===== src/hw/rtl/brl_pkg.sv =====
// shared constants, codes and width helpers for the line rasterizer
package brl_pkg;

    localparam int COORD_BITS_DEF = 10;
    localparam int QUEUE_DEPTH    = 4;

    localparam logic CMD_START = 1'b0;
    localparam logic CMD_STEP  = 1'b1;

    localparam logic [1:0] DIR_NONE = 2'd0;
    localparam logic [1:0] DIR_POS  = 2'd1;
    localparam logic [1:0] DIR_NEG  = 2'd3;

    // queue entry: minor, major, y0, x0, y_dir, x_dir, swapped, cmd (highest first)
    function automatic int entry_w(input int cb);
        return 4 * cb + 6;
    endfunction

    function automatic int in_data_w(input int cb);
        return ((4 * cb + 7) / 8) * 8;
    endfunction

    function automatic int out_data_w(input int cb);
        return ((2 * cb + 7) / 8) * 8;
    endfunction

endpackage


===== src/hw/rtl/brl_front.sv =====
// front end: classifies requests and works out spans, step signs and major axis
module brl_front
    import brl_pkg::*;
#(
    parameter int COORD_BITS = COORD_BITS_DEF
) (
    input  logic                               i_cmd,
    input  logic [COORD_BITS-1:0]              i_x_start,
    input  logic [COORD_BITS-1:0]              i_y_start,
    input  logic [COORD_BITS-1:0]              i_x_end,
    input  logic [COORD_BITS-1:0]              i_y_end,
    output logic [entry_w(COORD_BITS)-1:0]     o_entry
);

    logic [COORD_BITS-1:0] span_x;
    logic [COORD_BITS-1:0] span_y;
    logic [COORD_BITS-1:0] major;
    logic [COORD_BITS-1:0] minor;
    logic [1:0]            x_dir;
    logic [1:0]            y_dir;
    logic                  swapped;

    always_comb begin
        span_x = (i_x_start >= i_x_end) ? (i_x_start - i_x_end) : (i_x_end - i_x_start);
        span_y = (i_y_start >= i_y_end) ? (i_y_start - i_y_end) : (i_y_end - i_y_start);

        if (i_x_end > i_x_start) begin
            x_dir = DIR_POS;
        end else if (i_x_end < i_x_start) begin
            x_dir = DIR_NEG;
        end else begin
            x_dir = DIR_NONE;
        end

        if (i_y_end > i_y_start) begin
            y_dir = DIR_POS;
        end else if (i_y_end < i_y_start) begin
            y_dir = DIR_NEG;
        end else begin
            y_dir = DIR_NONE;
        end

        // ties keep x as the major axis
        swapped = (span_y > span_x);
        major   = swapped ? span_y : span_x;
        minor   = swapped ? span_x : span_y;
    end

    assign o_entry = {minor, major, i_y_start, i_x_start, y_dir, x_dir, swapped, i_cmd};

endmodule


===== src/hw/rtl/brl_queue.sv =====
// short request queue between the front end and the pixel walker
module brl_queue
    import brl_pkg::*;
#(
    parameter int WIDTH = entry_w(COORD_BITS_DEF),
    parameter int DEPTH = QUEUE_DEPTH
) (
    input  logic             i_clk,
    input  logic             i_rst_n,
    input  logic             i_push,
    input  logic [WIDTH-1:0] i_data,
    output logic             o_ready,
    input  logic             i_pop,
    output logic             o_valid,
    output logic [WIDTH-1:0] o_data
);

    localparam int PW = (DEPTH > 1) ? $clog2(DEPTH) : 1;
    localparam int CW = $clog2(DEPTH + 1);

    logic [WIDTH-1:0] r_mem [DEPTH];
    logic [PW-1:0]    r_wr_ptr;
    logic [PW-1:0]    r_rd_ptr;
    logic [CW-1:0]    r_count;
    logic [PW-1:0]    n_wr_ptr;
    logic [PW-1:0]    n_rd_ptr;
    logic             do_push;
    logic             do_pop;

    assign o_ready = (r_count != CW'(DEPTH));
    assign o_valid = (r_count != '0);
    assign o_data  = r_mem[r_rd_ptr];
    assign do_push = i_push && o_ready;
    assign do_pop  = i_pop && o_valid;

    assign n_wr_ptr = (r_wr_ptr == PW'(DEPTH - 1)) ? '0 : r_wr_ptr + PW'(1);
    assign n_rd_ptr = (r_rd_ptr == PW'(DEPTH - 1)) ? '0 : r_rd_ptr + PW'(1);

    always_ff @(posedge i_clk) begin
        if (do_push) begin
            r_mem[r_wr_ptr] <= i_data;
        end
    end

    always_ff @(posedge i_clk) begin
        if (!i_rst_n) begin
            r_wr_ptr <= '0;
            r_rd_ptr <= '0;
            r_count  <= '0;
        end else begin
            if (do_push) begin
                r_wr_ptr <= n_wr_ptr;
            end
            if (do_pop) begin
                r_rd_ptr <= n_rd_ptr;
            end
            if (do_push && !do_pop) begin
                r_count <= r_count + CW'(1);
            end else if (do_pop && !do_push) begin
                r_count <= r_count - CW'(1);
            end
        end
    end

endmodule


===== src/hw/rtl/brl_walker.sv =====
// back end: loads lines, walks the error term and holds the pixel output register
module brl_walker
    import brl_pkg::*;
#(
    parameter int COORD_BITS = COORD_BITS_DEF
) (
    input  logic                           i_clk,
    input  logic                           i_rst_n,
    input  logic                           i_q_valid,
    input  logic [entry_w(COORD_BITS)-1:0] i_q_entry,
    output logic                           o_q_pop,
    output logic                           o_out_valid,
    input  logic                           i_out_ready,
    output logic [COORD_BITS-1:0]          o_pixel_x,
    output logic [COORD_BITS-1:0]          o_pixel_y,
    output logic                           o_last
);

    localparam int CB = COORD_BITS;
    localparam int EW = CB + 2;
    localparam int WW = CB + 3;

    logic          e_cmd;
    logic          e_swapped;
    logic [1:0]    e_x_dir;
    logic [1:0]    e_y_dir;
    logic [CB-1:0] e_x0;
    logic [CB-1:0] e_y0;
    logic [CB-1:0] e_major;
    logic [CB-1:0] e_minor;

    logic [CB-1:0] r_cur_x;
    logic [CB-1:0] r_cur_y;
    logic [EW-1:0] r_err;
    logic [CB-1:0] r_major;
    logic [CB-1:0] r_minor;
    logic [CB:0]   r_left;
    logic [1:0]    r_x_dir;
    logic [1:0]    r_y_dir;
    logic          r_swapped;
    logic          r_active;
    logic          r_out_valid;
    logic [CB-1:0] r_out_x;
    logic [CB-1:0] r_out_y;
    logic          r_out_last;

    logic          out_free;
    logic          load;
    logic          emit;
    logic          err_neg;
    logic          minor_move;
    logic [WW-1:0] err_wide;
    logic [WW-1:0] n_err_wide;
    logic [WW-1:0] init_wide;
    logic [CB-1:0] n_x;
    logic [CB-1:0] n_y;
    logic          is_last;

    function automatic logic [CB-1:0] move(input logic [CB-1:0] c, input logic [1:0] d);
        logic [CB-1:0] r;
        unique case (d)
            DIR_POS: r = c + CB'(1);
            DIR_NEG: r = c - CB'(1);
            default: r = c;
        endcase
        return r;
    endfunction

    assign {e_minor, e_major, e_y0, e_x0, e_y_dir, e_x_dir, e_swapped, e_cmd} = i_q_entry;

    assign out_free = !r_out_valid || i_out_ready;
    assign o_q_pop  = i_q_valid && ((e_cmd == CMD_START) || !r_active || out_free);
    assign load     = o_q_pop && (e_cmd == CMD_START);
    assign emit     = o_q_pop && (e_cmd == CMD_STEP) && r_active;
    assign is_last  = (r_left == (CB + 1)'(1));

    always_comb begin
        err_neg    = r_err[EW-1];
        minor_move = !err_neg;
        err_wide   = {r_err[EW-1], r_err};
        n_err_wide = err_wide + {2'b00, r_minor, 1'b0}
                     - (err_neg ? '0 : {2'b00, r_major, 1'b0});
        init_wide  = {2'b00, e_minor, 1'b0} - {3'b000, e_major};
        if (r_swapped) begin
            n_y = move(r_cur_y, r_y_dir);
            n_x = minor_move ? move(r_cur_x, r_x_dir) : r_cur_x;
        end else begin
            n_x = move(r_cur_x, r_x_dir);
            n_y = minor_move ? move(r_cur_y, r_y_dir) : r_cur_y;
        end
    end

    always_ff @(posedge i_clk) begin
        if (!i_rst_n) begin
            r_active    <= 1'b0;
            r_out_valid <= 1'b0;
        end else begin
            if (load) begin
                r_active <= 1'b1;
            end else if (emit && is_last) begin
                r_active <= 1'b0;
            end
            if (emit) begin
                r_out_valid <= 1'b1;
            end else if (i_out_ready) begin
                r_out_valid <= 1'b0;
            end
        end
    end

    always_ff @(posedge i_clk) begin
        if (load) begin
            r_cur_x   <= e_x0;
            r_cur_y   <= e_y0;
            r_err     <= init_wide[EW-1:0];
            r_major   <= e_major;
            r_minor   <= e_minor;
            r_left    <= {1'b0, e_major} + (CB + 1)'(1);
            r_x_dir   <= e_x_dir;
            r_y_dir   <= e_y_dir;
            r_swapped <= e_swapped;
        end else if (emit) begin
            r_cur_x <= n_x;
            r_cur_y <= n_y;
            r_err   <= n_err_wide[EW-1:0];
            r_left  <= r_left - (CB + 1)'(1);
        end
        if (emit) begin
            r_out_x    <= r_cur_x;
            r_out_y    <= r_cur_y;
            r_out_last <= is_last;
        end
    end

    assign o_out_valid = r_out_valid;
    assign o_pixel_x   = r_out_x;
    assign o_pixel_y   = r_out_y;
    assign o_last      = r_out_last;

endmodule


===== src/hw/rtl/bresenham_line_rasterizer.sv =====
// Bresenham line rasterizer: a start request (tuser low) loads two endpoints and
// emits nothing; each step request (tuser high) emits the next pixel of the line,
// with tlast on the final one, and a step with no line loaded emits nothing.
// Sustained rate is one request per clock while the pixel output is not stalled.
// Requests pass through a four-entry queue and then the pixel output register;
// tready drops only when that queue is full because the pixel output is stalled.
module bresenham_line_rasterizer
    import brl_pkg::*;
#(
    parameter int COORD_BITS = COORD_BITS_DEF
) (
    input  logic                              i_clk,
    input  logic                              i_rst_n,
    input  logic                              i_s_axis_tvalid,
    output logic                              o_s_axis_tready,
    // x_start, y_start, x_end, y_end
    input  logic [in_data_w(COORD_BITS)-1:0]  i_s_axis_tdata,
    // command
    input  logic                              i_s_axis_tuser,
    output logic                              o_m_axis_tvalid,
    input  logic                              i_m_axis_tready,
    // pixel_x, pixel_y
    output logic [out_data_w(COORD_BITS)-1:0] o_m_axis_tdata,
    output logic                              o_m_axis_tlast
);

    localparam int CB  = COORD_BITS;
    localparam int EWD = entry_w(CB);

    logic [EWD-1:0] front_entry;
    logic [EWD-1:0] q_entry;
    logic           q_valid;
    logic           q_pop;
    logic [CB-1:0]  pixel_x;
    logic [CB-1:0]  pixel_y;

    brl_front #(
        .COORD_BITS(CB)
    ) u_front (
        .i_cmd     (i_s_axis_tuser),
        .i_x_start (i_s_axis_tdata[CB-1:0]),
        .i_y_start (i_s_axis_tdata[2*CB-1:CB]),
        .i_x_end   (i_s_axis_tdata[3*CB-1:2*CB]),
        .i_y_end   (i_s_axis_tdata[4*CB-1:3*CB]),
        .o_entry   (front_entry)
    );

    brl_queue #(
        .WIDTH(EWD),
        .DEPTH(QUEUE_DEPTH)
    ) u_queue (
        .i_clk   (i_clk),
        .i_rst_n (i_rst_n),
        .i_push  (i_s_axis_tvalid),
        .i_data  (front_entry),
        .o_ready (o_s_axis_tready),
        .i_pop   (q_pop),
        .o_valid (q_valid),
        .o_data  (q_entry)
    );

    brl_walker #(
        .COORD_BITS(CB)
    ) u_walker (
        .i_clk       (i_clk),
        .i_rst_n     (i_rst_n),
        .i_q_valid   (q_valid),
        .i_q_entry   (q_entry),
        .o_q_pop     (q_pop),
        .o_out_valid (o_m_axis_tvalid),
        .i_out_ready (i_m_axis_tready),
        .o_pixel_x   (pixel_x),
        .o_pixel_y   (pixel_y),
        .o_last      (o_m_axis_tlast)
    );

    assign o_m_axis_tdata = out_data_w(CB)'({pixel_y, pixel_x});

endmodule


===== config.mk =====
export PLATFORM = sky130hd
export DESIGN_NAME = bresenham_line_rasterizer
export DESIGN_NICKNAME = d
export VERILOG_FILES = /design/src/hw/rtl/brl_pkg.sv /design/src/hw/rtl/brl_front.sv /design/src/hw/rtl/brl_queue.sv /design/src/hw/rtl/brl_walker.sv /design/src/hw/rtl/bresenham_line_rasterizer.sv
export SDC_FILE = /design/constraint.sdc
export NUM_CORES = 1
export LEC_CHECK = 0
export ABC_AREA = 1
export BUFFER_PORTS_ARGS = -buffer_cell sky130_fd_sc_hd__clkbuf_2
export CAP_MARGIN = 20
export CORE_MARGIN = 2
export CORE_UTILIZATION = 60
export CTS_CLUSTER_DIAMETER = 120
export DETAILED_ROUTE_END_ITERATION = 7
export GPL_ROUTABILITY_DRIVEN = 0
export PLACE_DENSITY = 0.78
export SYNTH_ARGS = -nofsm -noshare
export SYNTH_HDL_FRONTEND = slang
export SYNTH_SLANG_ARGS = --single-unit

===== constraint.sdc =====
create_clock -name i_clk -period 3.7 [get_ports i_clk]
set_input_delay 0.555 -clock i_clk [delete_from_list [all_inputs] [get_ports i_clk]]
set_output_delay 0.555 -clock i_clk [all_outputs]
set_load 0.02 [all_outputs]

### Word-level counts from Yosys, hierarchy flattened

Memory sizes are Yosys's and may differ from the RTL's. A register that Yosys moved wholly into a read port is not among the register bits.
Index checks and enable logic that the tools add are counted.

* flip-flop bits (word level): 98
* ROM bits: 0
* bits in writable memories: 184
* bits in latches: 0
* memories: 1
* word-level logic and storage cells: 111

Memories
* u_queue.r_mem: depth 4, width 46, rd ports 1, clocked after Yosys merged registers in 1, wr ports 1, line brl_queue.sv:21 `logic [WIDTH-1:0] r_mem [DEPTH];`

* multiply operators: 0
* multiplexer cells: 35
* bitwise gates (word level): 1
* magnitude comparators: 7
* shift operators: 0
* reductions and logical operators: 23
* equal/unequal tests: 10
* $add $sub $neg: 17
* div/mod/pow operators: 0

Operator list (number)
* two-way mux 10 bit: 12
* case mux 10 bit (2 select lines): 2
* subtractor 10 bit: 4
* two-way mux 11 bit: 3
* greater-than comparator 10 bit: 3
* two-way mux 12 bit: 2
* adder 10 x 1 -> 10 bit (second input constant): 2
* >= comparator 10 bit: 2
* less-than comparator 10 bit: 2
* subtractor 10 x 1 -> 10 bit (second input constant): 2
* two-way mux 2 bit: 8
* adder 12 bit: 1
* subtractor 11 x 10 -> 12 bit: 1
* subtractor 12 bit: 1
* adder 10 x 1 -> 11 bit (second input constant): 1
* == test 11 x 1 -> 1 bit (second input constant): 1
* subtractor 11 x 1 -> 11 bit (second input constant): 1
* logical AND 1 bit: 9
* inequality test 3 bit (second input constant): 3
* == test 2 bit (second input constant): 4
* nonzero test 2 bit: 4
* two-way mux 1 bit: 6
* two-way mux 3 bit: 2
* adder 2 x 1 -> 2 bit (second input constant): 2
* 8 further kinds: 15

### Logic depth before layout (Yosys ltp)

Gate-level depths: netlist (run 1).

* depth after elaboration: 9
* gate-level depth with buffers: 25
* gate-level depth less buffers: 23

### Modules after synthesis

A second synthesis (run 1) with hierarchy kept.

* cell total of the unflattened synthesis: 1789
* area total of the unflattened synthesis: 16535.9 sq um

Modules (own cells, without submodules)
* brl_queue: area each 7365.8 sq um, instances 1, cells each 515
* brl_walker: area each 5968.2 sq um, instances 1, cells each 710
* brl_front: area each 3168.0 sq um, instances 1, cells each 559
* bresenham_line_rasterizer: area each 33.8 sq um, instances 1, cells each 5

### Worst setup path after synthesis (run 1)

No wires, ideal clock.

* path kind: input port to flip-flop
* start: input port i_s_axis_tdata[10]
* end: memory u_queue.r_mem[0][41] (netlist name) (data pin)
* data required time: 3408 ps
* cell stages on the path: 17
* setup slack: 395 ps
* arrival: 3013 ps
* buffers on the path: 1
* cells stage by stage: inv_1 > ha_1 > inv_1 > fa_1 > nand3_1 > nand3_1 > nor2_2 > nand2_1 > and2_1 > ha_1 > inv_1 > nor2_1 > o211ai_1 > nand3_1 > nand2_1 > clkbuf_1 > o21ai_0

* longest elaborated chain between the ends: 4

Ends and longest elaborated chain
* from (decl): line bresenham_line_rasterizer.sv:17 `input logic [in_data_w(COORD_BITS)-1:0] i_s_axis_tdata,`
* subtractor 10 bit or >= comparator 10 bit (tied branches): line brl_front.sv:25 `span_y = (i_y_start >= i_y_end) ? (i_y_start - i_y_end) : (i_y_end - i_y_start);`
* two-way mux 10 bit (*): line brl_front.sv:25
* greater-than comparator 10 bit: line brl_front.sv:44 `swapped = (span_y > span_x);`
* two-way mux 10 bit (*): line brl_front.sv:46 `minor = swapped ? span_x : span_y;`
* net front_entry[41]: line bresenham_line_rasterizer.sv:30 `logic [EWD-1:0] front_entry;`
* to (decl): line brl_queue.sv:21

The timed path passes the listed nets; every way through them passes the cells marked *.

### Worst setup path after layout (run 1)

* start: input port i_s_axis_tdata[10]
* end: memory u_queue.r_mem[1][31] (netlist name) (data pin)

* longest elaborated chain between the ends: 4

Ends and longest elaborated chain
* subtractor 10 bit or >= comparator 10 bit (tied branches): line brl_front.sv:25
* two-way mux 10 bit (*): line brl_front.sv:25
* greater-than comparator 10 bit: line brl_front.sv:44
* two-way mux 10 bit (*): line brl_front.sv:45 `major = swapped ? span_y : span_x;`
* net front_entry[31]: line bresenham_line_rasterizer.sv:30

Marked as above.

==> flow_metrics.py, run 1 <==
metrics = {
    "run_status": {
        "run_status": "finished, final reports clean",
    },
    "die": {
        "die_area_um2": 28460,
        "die_h_um": 168.7,
        "rows": 60,
        "coreArea_um2": 26800,
        "fp.dieW_um": 168.7,
        "start_util_pct": 60.73,
        "ios": 72,
    },
    "grt": {
        "overflow": 0,
        "grt_use_total_pct": 26.07,
        "grt_max_degree": 93,
        "grt_pass1_wl_um": 59190,
        "grt_pass1_vias": 11990,
        "antenna_found_initial": 0,
    },
    "clocking": {
        "cts_tree": "built",
        "clock-sinks": 283,
        "root_buffer": "clkbuf_16",
        "clkTransAtPathRegs_ps": 60,
        "htree_levels": 1,
        "cts_max_path_buffers": 3,
        "cts_setup_buffers": 0,
        "cts_hold_buf": 0,
        "ctsResizeCount": 0,
        "clock_latency_ps": 530,
        "cts_buffers": 27,
    },
    "yosys": {
        "ys_ff_latch": 283,
        "seq_area_frac_synth_pct": 51.54,
        "synth_top_area_share_pct": 50.18,
        "synth_ff_type": "edfxtp_1",
        "synthTopCellsByArea": "edfxtp_1 (50%), nand2_1 (11%), ha_1 (7.1%), inv_1 (6.0%), nand3_1 (3.8%)",
        "synthTopCellsByCount": "nand2_1 (479), edfxtp_1 (272), inv_1 (259), nor2_1 (126), nand3_1 (124)",
        "yosysTopAreaCell": "edfxtp_1",
        "synth.distinct_cells": 44,
        "yosysMostFrequentCell": "nand2_1",
        "synth_cells": 1778,
        "synth_area_um2": 16280,
        "synth-edff-count": 272,
        "ys_warn_count": 0,
        "async_reset_ff_share_pct": 0,
        "post_synth.cell_area_avg_um2": 9.154,
    },
    "critical_path": {
        "cp-endpoint": "u_queue.r_mem[1][31]$_DFFE_PP_",
        "worstReg2RegEnd": "u_walker.r_err[10]$_DFFE_PP_",
        "reg2reg_depth": 15,
        "cp-end-kind": "flip-flop",
        "reg2reg_slack_ps": 690,
        "crit_fanout": 23,
        "cpMaxStageDelayCell": "fa_1",
        "worstPathCellList": "clkbuf_2 -> inv_1 -> ha_1 -> inv_1 -> fa_1 -> nand3_1 -> nand3_1 -> nor2_2 -> nand2_1 -> nand2_1 -> ha_1 -> nand2_1 -> inv_1 -> nor2_1 -> o21a_1 -> nand3_1 -> nand2_1 -> inv_1 -> buf_12 -> o21ai_0",
        "crit_type": "in -> reg",
        "cp_data_required_time_ps": 3990,
        "worst_ep_arrival_time_ps": 3680,
        "critPathLaunch": "i_s_axis_tdata[10]",
        "worstSetupStartpointType": "input pin",
        "cpPeakStageDelay_ps": 430,
    },
    "power_and_ir_drop": {
        "intPower_w": 0.009696,
        "pwr-share-seq_pct": 30.9,
        "ir_worst_vdd_uv": 495.3,
        "swShare_pct": 43.88,
        "p_comb_share_pct": 54.0,
        "power.density_nw_per_um2": 956.0,
        "leakagePower_nw": 8.248,
        "switching_power_w": 0.007580,
        "clockPowerShare_pct": 15.1,
    },
    "final_layout": {
        "antenna_cells": 0,
        "areaGrowthSynthToFinish_pct": 11.03,
        "final_cell_area_um2": 18070,
        "final_nets": 2040,
        "drive_gt1_share_pct": 11.25,
        "final_cells": 2243,
    },
    "timing": {
        "finalMaxSlewViolations": 0,
        "finalSetupViolCount": 0,
        "hold_violations": 0,
        "fmaxAchievable_mhz": 295.4,
        "fin_ws_ps": 314.4,
        "worstMarginPinSlew_ps": 773.8,
        "finalClockSkew_ps": 15.79,
        "fin_crit_ps": 3386,
        "max_slew_margin_pct": 48.36,
        "grt_setup_unrepaired": "false",
        "fin_crit_sh_pct": 91.50,
    },
    "routing": {
        "wirelength_um": 36760,
        "drtAntennaViolNets": 0,
        "drc": 0,
        "routedWlPerCell_um": 16.39,
        "drt_iter0_drc": 1215,
        "via_per_inst": 5.556,
        "routed-via-count": 12460,
        "dr.pass1.iters": 6,
    },
    "placed_design": {
        "pre_cts_ws_ps": -144.2,
        "place_area_um2": 17240,
        "place_inst": 2195,
        "port_buffers": 67,
        "dp_hpwl_um": 26450,
    },
    "run": {
        "cap_violations": 0,
    },
    "min_path": {
        "hold_path.class": "in -> reg",
    },
}
routing by layer:
layer | track usage, % | wire [um] | vias up
met4 | 8.321 | 961 | 0
met3 | 2.759 | 2934 | 74
li1 | - | - | 6079
met1 | 35.38 | 15270 | 5764
met2 | 44.44 | 17590 | 546
met5 | 0 | 0 | -
power by group through the flow:
stage          logic (W)  registers, W  clock network, W
2_1_floorplan    0.00702       0.00535                 0
4_1_cts          0.00928       0.00534           0.00264
3_5_place_dp     0.00919       0.00540                 0
3_3_place_gp     0.00888       0.00536                 0
6_report         0.00933       0.00533           0.00261
5_1_grt           0.0106       0.00541           0.00276
cell usage in the layout, fill, tap and decap left out, types with 3 or more instances in the layout:
cell type  Yosys  routed
ha_1          93      93
clkbuf_2       0      67
o21ai_2       12      12
a31oi_1        3       3
nor3_1         5       5
dfxtp_1       11      10
or2_2          9       9
clkbuf_1      16       3
nand2_2        5       5
inv_2          3       3
a32o_1         5       5
clkbuf_16      0      27
nand2_1      479     479
and2_1         3       3
o22ai_1       28      28
conb_1         1       4
buf_4         12      54
inv_1        259     259
xor2_1        39      39
a21oi_1       60      60
edfxtp_1     272     272
nand3_1      124     124
o21ai_0       93      93
o21ai_1       13      13
o21bai_1      10      10
fa_1          19      19
nand4_1       21      21
nor2_1       126     122
xnor2_1        8       8
nor2_4         1       5
buf_12         0       3
nor2_2         7       7
clkinv_1       0       4
clkinv_2       0       8
a21o_1         3       3
stage by stage:
step                power (W)  TNS (ps)  utilization (%)  hold WS [ps]
floorplan             0.01237         0                -         433.4
global placement      0.01424    -24.81            64.31         439.8
detailed placement    0.01458     -2338            64.31         441.3
CTS                   0.01726         0            67.43         232.3
global route          0.01876         0            67.43         238.8
finish                0.01728         0            67.43         252.3
logic make-up after synthesis:
group,count (synthesis),share of synthesized area [%]
XOR/XNOR,47,2.529
other,1,0.02304
AO/OA/AOI/OAI,233,8.149
AND/OR/NAND/NOR,788,20.30
buffers and inverters,314,7.980
adder cells (fa/ha/maj),112,9.486
flip-flops,283,51.54
state kept, by name, indices dropped and copies added, names as in the netlist, named ones only:
| name | flops |
|---|---|
| u_queue.r_count | 3 |
| u_queue.r_mem | 184 |
| u_queue.r_rd_ptr | 2 |
| u_queue.r_wr_ptr | 2 |
| u_walker.o_last | 1 |
| u_walker.o_out_valid | 1 |
| u_walker.o_pixel_x | 10 |
| u_walker.o_pixel_y | 10 |
| u_walker.r_active | 1 |
| u_walker.r_cur_x | 10 |
| u_walker.r_cur_y | 10 |
| u_walker.r_err | 11 |
| u_walker.r_left | 11 |
| u_walker.r_major | 10 |
| u_walker.r_minor | 10 |
| u_walker.r_swapped | 1 |
| u_walker.r_x_dir | 2 |
| u_walker.r_y_dir | 2 |
worst max-delay path: cells and delay by family:
kind	cells	cell delay (ps)
adders and majority gates	3	850
and+or+nand+nor	9	1210
buffers and inverters	6	520
AOI/OAI and AO/OA	2	520
layout make-up:
class / count / area [um2]
clock buffers: 30 / 686.9
clock inverters: 18 / 147.6
fillers: 2004 / 8730
inverters: 263 / 989.7
multi-input cells: 1184 / 6630
flip-flops and latches: 283 / 8389
well taps: 341 / 426.7
repair buffers: 124 / 800.8
how the worst min path moves through the flow:
stage                                        startpoint                              end  slack, ps  depth (start not counted)
after floorplan           u_walker.r_cur_x[2]$_DFFE_PP_  u_walker.o_pixel_x[2]$_DFFE_PP_        430                          0
after global placement    u_walker.r_cur_y[7]$_DFFE_PP_  u_walker.o_pixel_y[7]$_DFFE_PP_        440                          0
after detailed placement  u_walker.r_cur_y[6]$_DFFE_PP_  u_walker.o_pixel_y[6]$_DFFE_PP_        440                          0
after CTS                                i_s_axis_tuser    u_queue.r_mem[0][0]$_DFFE_PP_        230                          1
after global routing                     i_s_axis_tuser    u_queue.r_mem[0][0]$_DFFE_PP_        240                          1
final                                    i_s_axis_tuser    u_queue.r_mem[0][0]$_DFFE_PP_        250                          1
No activity file was read; power rests on OpenSTA's default activity.
==> run 2, diff against run 1 <==
==> constraint.sdc (replaced) <==
create_clock -name i_clk -period 4.4 [get_ports i_clk]
set_input_delay 0.66 -clock i_clk [delete_from_list [all_inputs] [get_ports i_clk]]
set_output_delay 0.66 -clock i_clk [all_outputs]
set_load 0.02 [all_outputs]
==> run 2 against run 1 <==
  * Via count barely moved
  * Critical path type unchanged
  * Critical endpoint is now u_queue.r_mem[2][41]$_DFFE_PP_
  * Clock power fell by 12%
  * Non-clock buffer count fell by 40
==> flow_metrics.py, run 2 (synthesis results as in run 1) <==
metrics = {
    "grt": {
        "top_usage_layer": "met2",
        "grtUsageMet2_pct": 43.57,
        "grt_use_met1_pct": 36.32,
        "grt_max_degree": 68,
        "overflow": 0,
        "grt_pass1_wl_um": 59820,
        "antenna_found_initial": 0,
        "grt_util_met3_pct": 3.905,
        "grt_pass1_vias": 12080,
        "grt_use_total_pct": 26.42,
    },
    "timing": {
        "finalMaxSlewViolations": 0,
        "max_slew_margin_pct": 35.03,
        "hold_violations": 0,
        "worstMarginPinSlew_ps": 972.2,
        "finalSetupViolCount": 0,
        "fmaxAchievable_mhz": 262.0,
        "fin_crit_sh_pct": 86.76,
        "setup_tns_ps": 0,
        "finalClockSkew_ps": 25.44,
        "fin_crit_ps": 3817,
        "grt_setup_unrepaired": "false",
    },
    "routing": {
        "drc": 0,
        "routed-via-count": 12470,
        "via_per_inst": 5.654,
        "routedWlPerCell_um": 16.85,
        "dr.pass1.iters": 6,
        "wirelength_um": 37160,
        "drtAntennaViolNets": 0,
        "drt_iter0_drc": 1238,
    },
    "clocking": {
        "root_buffer": "clkbuf_16",
        "clkTransAtPathRegs_ps": 60,
        "clock-sinks": 283,
        "cts_tree": "built",
        "clock_latency_ps": 550,
        "cts_setup_buffers": 0,
        "ctsResizeCount": 0,
        "cts_hold_buf": 0,
        "cts_buffers": 29,
        "htree_levels": 1,
        "cts_max_path_buffers": 3,
    },
    "final_layout": {
        "antenna_cells": 0,
        "reg.largest.list": "u_queue.r_mem x184, u_walker.r_err x11, u_walker.r_left x11",
        "areaGrowthSynthToFinish_pct": 9.179,
        "final_common_cell": "nand2_1",
        "final_nets": 2002,
        "mostFrequentLayoutCells": "nand2_1 (479), edfxtp_1 (272), inv_1 (259)",
        "multi_input_area_um2": 6630,
        "largest_register_ffs": 184,
        "drive_gt1_share_pct": 9.067,
        "top_register": "u_queue.r_mem",
        "seqCellArea_um2": 8389,
        "fill_cells": 2076,
        "fin_util_pct": 66.30,
    },
    "critical_path": {
        "cp_data_required_time_ps": 4680,
        "cp-end-kind": "flip-flop",
        "worstPathCellList": "clkbuf_2 -> inv_1 -> ha_1 -> a21oi_1 -> nand2_1 -> nand2_1 -> nand3_1 -> nor2_2 -> o21ai_0 -> nand2_1 -> inv_1 -> ha_1 -> nand2_1 -> nor2_1 -> o211ai_1 -> nand3_1 -> nand2_1 -> buf_4 -> o21ai_0",
        "worst_ep_arrival_time_ps": 4100,
        "cpMostUsedCell": "nand2_1",
        "cpMaxStageDelayCell": "o21ai_0",
        "cpPeakStageDelay_ps": 400,
        "crit_type": "in -> reg",
        "worstSetupStartpointType": "input pin",
        "crit_fanout": 13,
    },
    "die": {
        "start_util_pct": 60.73,
        "ios": 72,
        "rows": 60,
        "fp.dieW_um": 168.7,
        "die_h_um": 168.7,
        "die_area_um2": 28460,
        "coreArea_um2": 26800,
    },
    "min_path": {
        "hold_path.class": "in -> reg",
    },
    "power_and_ir_drop": {
        "power.density_nw_per_um2": 823.7,
        "leakagePower_nw": 8.061,
        "ir_worst_vdd_uv": 395.2,
    },
    "placed_design": {
        "port_buffers": 67,
        "dp_hpwl_um": 26220,
    },
    "run_status": {
        "run_status": "finished, final reports clean",
    },
    "run": {
        "cap_violations": 0,
    },
}
run 2: where the power goes:
part / switching, W / internal (W)
Combinational: 0.00521 / 0.00263
Sequential: 0.000276 / 0.00422
Clock: 0.000972 / 0.00132
run 2: worst max-delay path: cells and delay by family:
kind | cells | cell delay [ps]
fa+ha+maj | 2 | 650
simple gates | 9 | 1200
compound gates | 4 | 1070
buf+inv | 4 | 510
run 2: path summary, 6_finish.rpt:
| path | from | to | slack [ps] | cells past startpoint |
|---|---|---|---|---|
| worst min register to register | u_walker.r_cur_y[8]$_DFFE_PP_ | u_walker.o_pixel_y[8]$_DFFE_PP_ | 450 | 0 |
| worst max-delay path | i_s_axis_tdata[15] | u_queue.r_mem[2][41]$_DFFE_PP_ | 580 | 19 |
| worst min-delay path | i_s_axis_tuser | u_queue.r_mem[3][0]$_DFFE_PP_ | 350 | 1 |
| worst max register to register | flip-flop | u_walker.r_err[8]$_DFFE_PP_ | 1150 | 13 |
run 2: routing by layer:
layer	share of wire, %	up-vias
met1	43	5809
met3	7.9	97
met2	46	546
met5	0	-
li1	-	6015
met4	3.0	0
run 2: cell type report:
| class | instances | area share, % |
|---|---|---|
| flip-flops and latches | 283 | 47.21 |
| multi-input cells | 1184 | 37.31 |
| inverters | 263 | 5.570 |
| clock buffers | 39 | 4.295 |
| repair buffers | 84 | 2.605 |
| well taps | 341 | 2.401 |
| clock inverters | 11 | 0.6055 |
run 2: per-stage QoR:
step / std cells / hold slack, ps / instance area (um2) / power (W) / worst slack [ps]
after floorplan: 1781 / 433.4 / 16290 / 0.01040 / 990.2
after CTS: 2205 / 335.8 / 17770 / 0.01458 / 673.2
after detailed placement: 2155 / 443.5 / 16900 / 0.01220 / 117.2
after global placement: 2155 / 442.7 / 16900 / 0.01194 / 264.3
final: 2205 / 350.1 / 17770 / 0.01464 / 582.7
after global routing: 2205 / 346.2 / 17770 / 0.01583 / 127.7
